===== config.mk =====
export PLATFORM = sky130hd
export DESIGN_NAME = lphm_ctrl
export DESIGN_NICKNAME = d
export VERILOG_FILES = /design/src/hdl/lphm_pkg.sv /design/src/hdl/lphm_ctrl.sv
export VERILOG_INCLUDE_DIRS = /design/src /design/src/hdl
export SDC_FILE = /design/constraint.sdc
export NUM_CORES = 1
export LEC_CHECK = 0
export BUFFER_PORTS_ARGS = -buffer_cell sky130_fd_sc_hd__buf_2
export CAP_MARGIN = 25
export CELL_PAD_IN_SITES_DETAIL_PLACEMENT = 1
export CELL_PAD_IN_SITES_GLOBAL_PLACEMENT = 1
export CORE_MARGIN = 10
export CORE_UTILIZATION = 30
export CTS_BUF_LIST = sky130_fd_sc_hd__clkbuf_16
export CTS_CLUSTER_SIZE = 14
export DETAILED_ROUTE_END_ITERATION = 12
export GPL_TIMING_DRIVEN = 0
export HOLD_SLACK_MARGIN = 0.15
export PLACE_DENSITY_LB_ADDON = 0.12
export SLEW_MARGIN = 20
export SYNTH_ARGS = -nofsm -noshare
export SYNTH_HDL_FRONTEND = slang
export SYNTH_SLANG_ARGS = --single-unit

===== constraint.sdc =====
create_clock -name i_clk -period 1.48 [get_ports i_clk]
set_input_delay 0.148 -clock i_clk [delete_from_list [all_inputs] [get_ports i_clk]]
set_output_delay 0.148 -clock i_clk [all_outputs]
set_load 0.01 [all_outputs]

===== src/hdl/assert_macros.svh =====
// Assertion macros shared by the hash map RTL.
// Relies on each including module having i_clk and i_rst_n in scope.
`ifndef ASSERT_MACROS_SVH
`define ASSERT_MACROS_SVH

// Consequent checked in the same cycle as the antecedent.
`define LPHM_ASSERT_IMP(label, ante, cons, msg) \
    label: assert property (@(posedge i_clk) disable iff (!i_rst_n) (ante) |-> (cons)) \
        else $error(msg);

// Consequent checked in the cycle after the antecedent.
`define LPHM_ASSERT_NEXT(label, ante, cons, msg) \
    label: assert property (@(posedge i_clk) disable iff (!i_rst_n) (ante) |=> (cons)) \
        else $error(msg);

`endif


===== src/hdl/lphm_pkg.sv =====
// Shared types and codes for the linear probing hash map.
// No dependencies; imported by the top level, lphm_ctrl and lphm_dp.
`timescale 1ns / 1ps
`default_nettype none

package lphm_pkg;

    localparam int KEY_W    = 64;
    localparam int VAL_W    = 32;
    localparam int OP_W     = 2;
    localparam int STATUS_W = 3;
    localparam int SLOT_W   = 2;

    // The home slot is reduced one DIGIT_W-bit key digit at a time.
    localparam int DIGIT_W    = 16;
    localparam int HASH_STEPS = 2 * (KEY_W / DIGIT_W);
    localparam int HASH_CNT_W = $clog2(HASH_STEPS);

    typedef logic [OP_W-1:0]     t_op;
    typedef logic [STATUS_W-1:0] t_status;
    typedef logic [SLOT_W-1:0]   t_slot;

    localparam t_op OP_PUT = 2'd0;
    localparam t_op OP_GET = 2'd1;
    localparam t_op OP_DEL = 2'd2;

    localparam t_slot SLOT_EMPTY = 2'd0;
    localparam t_slot SLOT_USED  = 2'd1;
    localparam t_slot SLOT_GONE  = 2'd2;

    localparam t_status ST_STORED    = 3'd0;
    localparam t_status ST_FOUND     = 3'd1;
    localparam t_status ST_DELETED   = 3'd2;
    localparam t_status ST_NOT_FOUND = 3'd3;
    localparam t_status ST_FULL      = 3'd4;

    typedef struct packed {
        logic clear_en;
        logic start;
        logic hash_en;
        logic probe_en;
        logic load_out;
    } t_dp_cmd;

    typedef struct packed {
        logic clear_last;
        logic probe_done;
    } t_dp_sts;

endpackage

`default_nettype wire


===== src/hdl/lphm_ctrl.sv =====
// Sequencer of the hash map: clearing pass, key hashing, probing and result hand-off.
// Depends on lphm_pkg and assert_macros.svh; drives lphm_dp through a command struct.
`timescale 1ns / 1ps
`default_nettype none
`include "assert_macros.svh"

module lphm_ctrl (
    input  wire logic              i_clk,
    input  wire logic              i_rst_n,
    input  wire logic              i_in_valid,
    output logic                   o_in_stall,
    output logic                   o_out_valid,
    input  wire logic              i_out_stall,
    output lphm_pkg::t_dp_cmd      o_cmd,
    input  wire lphm_pkg::t_dp_sts i_sts
);

    import lphm_pkg::*;

    typedef enum logic [2:0] {
        S_CLEAR,
        S_IDLE,
        S_HASH,
        S_PROBE,
        S_DONE
    } t_state;

    localparam logic [HASH_CNT_W-1:0] HASH_LAST = HASH_CNT_W'(HASH_STEPS - 1);

    t_state                r_state, n_state;
    logic [HASH_CNT_W-1:0] r_hash_cnt, n_hash_cnt;
    logic                  r_out_valid, n_out_valid;
    logic                  out_free;

    // The output register may be reloaded in the cycle its transfer completes.
    assign out_free = !r_out_valid || !i_out_stall;

    always_comb begin
        n_state     = r_state;
        n_hash_cnt  = r_hash_cnt;
        n_out_valid = r_out_valid && i_out_stall;
        o_cmd       = '0;
        unique case (r_state)
            S_CLEAR: begin
                o_cmd.clear_en = 1'b1;
                if (i_sts.clear_last) begin
                    n_state = S_IDLE;
                end
            end
            S_IDLE: begin
                if (i_in_valid) begin
                    o_cmd.start = 1'b1;
                    n_hash_cnt  = '0;
                    n_state     = S_HASH;
                end
            end
            S_HASH: begin
                o_cmd.hash_en = 1'b1;
                n_hash_cnt    = r_hash_cnt + 1'b1;
                if (r_hash_cnt == HASH_LAST) begin
                    n_state = S_PROBE;
                end
            end
            S_PROBE: begin
                o_cmd.probe_en = 1'b1;
                if (i_sts.probe_done) begin
                    n_state = S_DONE;
                end
            end
            S_DONE: begin
                if (out_free) begin
                    o_cmd.load_out = 1'b1;
                    n_out_valid    = 1'b1;
                    n_state        = S_IDLE;
                end
            end
            default: begin
                n_state = S_IDLE;
            end
        endcase
    end

    always_ff @(posedge i_clk) begin
        if (!i_rst_n) begin
            r_state     <= S_CLEAR;
            r_hash_cnt  <= '0;
            r_out_valid <= 1'b0;
        end else begin
            r_state     <= n_state;
            r_hash_cnt  <= n_hash_cnt;
            r_out_valid <= n_out_valid;
        end
    end

    assign o_in_stall  = (r_state != S_IDLE);
    assign o_out_valid = r_out_valid;

    `LPHM_ASSERT_NEXT(a_accept_starts_hash, i_in_valid && !o_in_stall, (r_state == S_HASH) && (r_hash_cnt == '0), "accepted item did not start hashing")
    `LPHM_ASSERT_IMP(a_no_result_overwrite, o_cmd.load_out, !r_out_valid || !i_out_stall, "pending result overwritten")
    `LPHM_ASSERT_IMP(a_result_from_done, $rose(r_out_valid), $past(r_state) == S_DONE, "result raised outside the hand-off state")

endmodule

`default_nettype wire


==> summary.txt <==
most frequent cells in the layout: buf_2 (13), dfxtp_1 (6), nor2b_1 (4)
initial antenna violation count: 0
post-cts hold buffer count: 0
slowest CP cell: dfxtp_1
hold path endpoint: r_state[2]
clk_lat worst skew: 0.23 ns
min Tclk post-route: 1.38 ns
sequential share of the synthesized area: 0.328
CTS tree: yes
Chip Height: 57.7 um
P_int: 639 uW
CP most frequent cell: buf_2
largest family of logic cells by synthesized area: simple AND/OR/NAND/NOR gates
most common cell after layout, fill and taps aside: buf_2
Syn Inst Count: 45
layout cells sized above 1: 0.403
drt first-iter violations: 5
Unique masters post-synth: 24
Via Count: 379
via/cell ratio: 4.92
crit path capture type: output port
GRT Util Overall: 0.0690
worst min-delay path class: primary input to flip-flop
GR Overflow Total: 0
Crit Path Class: flip-flop to output port
Post-route DRC: 0
post-synthesis register bit count: 7
Worst IR Drop VDD: 0.000698 V
max cap viols: 0
cells on worst reg2reg path: 4
Top Ports: 13
CP Launch Type: flip-flop
Gate power share: 0.205
buffers added on ports: 12
CTS sink count: 7
Syn Area/Cell: 9.48 um2
fraction of synthesized area in multiplexers: 0.0968
Final period util: 0.932
worst path arrival time: 1.23 ns
Slew @ Worst Pin: 0.218 ns
sequential power share: 0.252
Syn Nets: 53
Worst path max stage delay: 0.28 ns
Die Width: 57.7 um
H-tree lvl count: 1
Syn. warnings: 0
FF-to-FF setup slack: 0.17 ns
Post-DRT Antenna Nets: 0
Synth Area in Simple Gates: 0.287
Clock transition at path regs: 0.04 ns
Final Core Density: 0.459
largest net degree at the start of global routing: 11
DRT Wirelength: 1090 um
Buf+Inv Stages, Crit Path: 2
Compound-Gate Fraction of Synth Area: 0.170
reg-to-reg critical path endpoint: r_state[1]
Num CTS Buffers: 3
Ant. Diodes: 0
Wirelength per Cell: 14.2 um
Adder-Cell Fraction of Synth Area: 0.0587
Starting Density: 0.324
DP HPWL: 743 um
clock power share: 0.543
Pwr per Cell Area: 1410 nW/um2
Min-Delay Path Depth: 3
reg-to-reg critical path startpoint: r_state[1]
crit path launch: r_state[0]
final net count: 71
Crit path max-delay family: buffers and inverters
Crit path required time: 1.33 ns
status: finished, final reports clean
Core Box Area: 1320 um2
worst-path cell chain: buf_2, nor3b_4, a21boi_1, buf_2
Max Freq: 0.725 GHz
Final Slew Violations: 0
P_leak: 0.000269 uW
endpoints failing setup: 0
Area Overhead vs Synth: 41.6%
drt pass-1 iters: 4
sw power: 213 uW
Relative slew margins: 0.855
first-pass GRT wire length: 1750 um
clock skew: 0.00284 ns
Final Hold Fails: 0
vias in the first global route: 383
Layout fillers: 156
Clock Tree Buf Depth: 2
final total power: 852 uW
Hold Crit Start: i_sts[0]
switching part of the total: 0.250
Post-Synth XOR/XNOR Area: 0.0205
Critical Path Fanout Max: 8
gpl congestion: 0.640
Post-Synthesis Cell Area: 427 um2
clock root buffer master: clkbuf_16
Die ar.: 3330 um2
Site Rows: 13
==> power by group through the flow <==
stage	clock network, uW	logic (uW)	registers [uW]
3_3_place_gp	0	171	216
3_5_place_dp	0	171	216
2_1_floorplan	0	123	214
5_1_grt	491	193	216
4_1_cts	477	175	215
6_report	462	174	215
==> cell usage after synthesis <==
cell	count	share of area
a21oi_1	2	0.023
a22oi_1	2	0.035
mux2_2	1	0.026
nor3b_1	1	0.018
nor3_1	1	0.012
o21ai_2	1	0.021
mux2i_1	3	0.070
nor2_1	1	0.0088
nand2b_1	3	0.044
buf_2	1	0.012
xor2_1	1	0.021
and2_1	2	0.029
a21boi_1	1	0.018
ha_1	2	0.059
a21o_1	1	0.018
nand2_1	3	0.026
a21boi_0	1	0.018
nor3b_2	1	0.029
dfxtp_1	7	0.33
nand3_1	1	0.012
nor2b_1	5	0.073
buf_6	1	0.026
a32oi_2	1	0.038
nand3b_1	2	0.035
==> per-layer routing <==
metal | part of all wire | GRT usage | vias up
li1 | - | - | 194
met4 | 0.013 | 0.0403 | 0
met2 | 0.43 | 0.0936 | 12
met3 | 0.096 | 0.0566 | 2
met1 | 0.45 | 0.0720 | 171
met5 | 0 | 0 | -
==> worst reg2reg max path, delay by kind of cell (launching register included) <==
family          cells  cell delay (ns)
mux                 2             0.54
flops               1             0.41
buf+inv             1             0.17
compound gates      1             0.13
==> worst max path at each step <==
| stage | end | slack (ns) | cells past startpoint |
|---|---|---|---|
| after global placement | r_state[1] | 0.20 | 4 |
| final | o_cmd[0] | 0.10 | 4 |
| after floorplan | r_state[1] | 0.29 | 6 |
| after CTS | o_cmd[0] | 0.0009 | 3 |
| after detailed placement | r_state[1] | 0.21 | 4 |
| after global routing | o_cmd[0] | -0.001 | 4 |
==> state kept, by name, indices dropped and copies added, names as in the netlist <==
register / cells
r_state: 3
r_hash_cnt: 3
o_out_valid: 1
==> cell type report <==
cell class	instances	area, um2	area share
multi-input combinational	36	282	0.466
sequential	7	141	0.234
clock buffer	3	75.1	0.124
timing repair buffer	13	67.6	0.112
tap	15	18.8	0.0311
buffer	2	16.3	0.0269
clock inverter	1	3.75	0.00621
==> cell families (layout without fill, tap and decap cells) <==
family / after synthesis / count (layout)
simple gates: 20 / 20
compound gates: 9 / 9
flops: 7 / 7
mux: 4 / 4
fa+ha+maj: 2 / 2
buf+inv: 2 / 19
xor+xnor: 1 / 1
==> per-stage QoR <==
| step | setup WS, ns | hold slack [ns] | TNS, ns | instances | instance area [um2] |
|---|---|---|---|---|---|
| 6_report | 0.100 | 0.174 | 0 | 77 | 604 |
| 2_1_floorplan | 0.289 | 0.264 | 0 | 45 | 427 |
| 3_5_place_dp | 0.215 | 0.419 | 0 | 72 | 505 |
| 5_1_grt | -0.00100 | 0.208 | -0.00100 | 77 | 604 |
| 3_3_place_gp | 0.200 | 0.414 | 0 | 72 | 505 |
| 4_1_cts | 0.000905 | 0.177 | 0 | 76 | 591 |
==> repair_timing <==
action | in CTS | in global routing
pin swaps | 0 | 1
gates resized for setup | 1 | 4
buffers inserted | 0 | 1
gates cloned | 0 | 0
endpoints found under the setup margin | 1 | 2
Note: power is estimated with default switching activity, not from simulation.
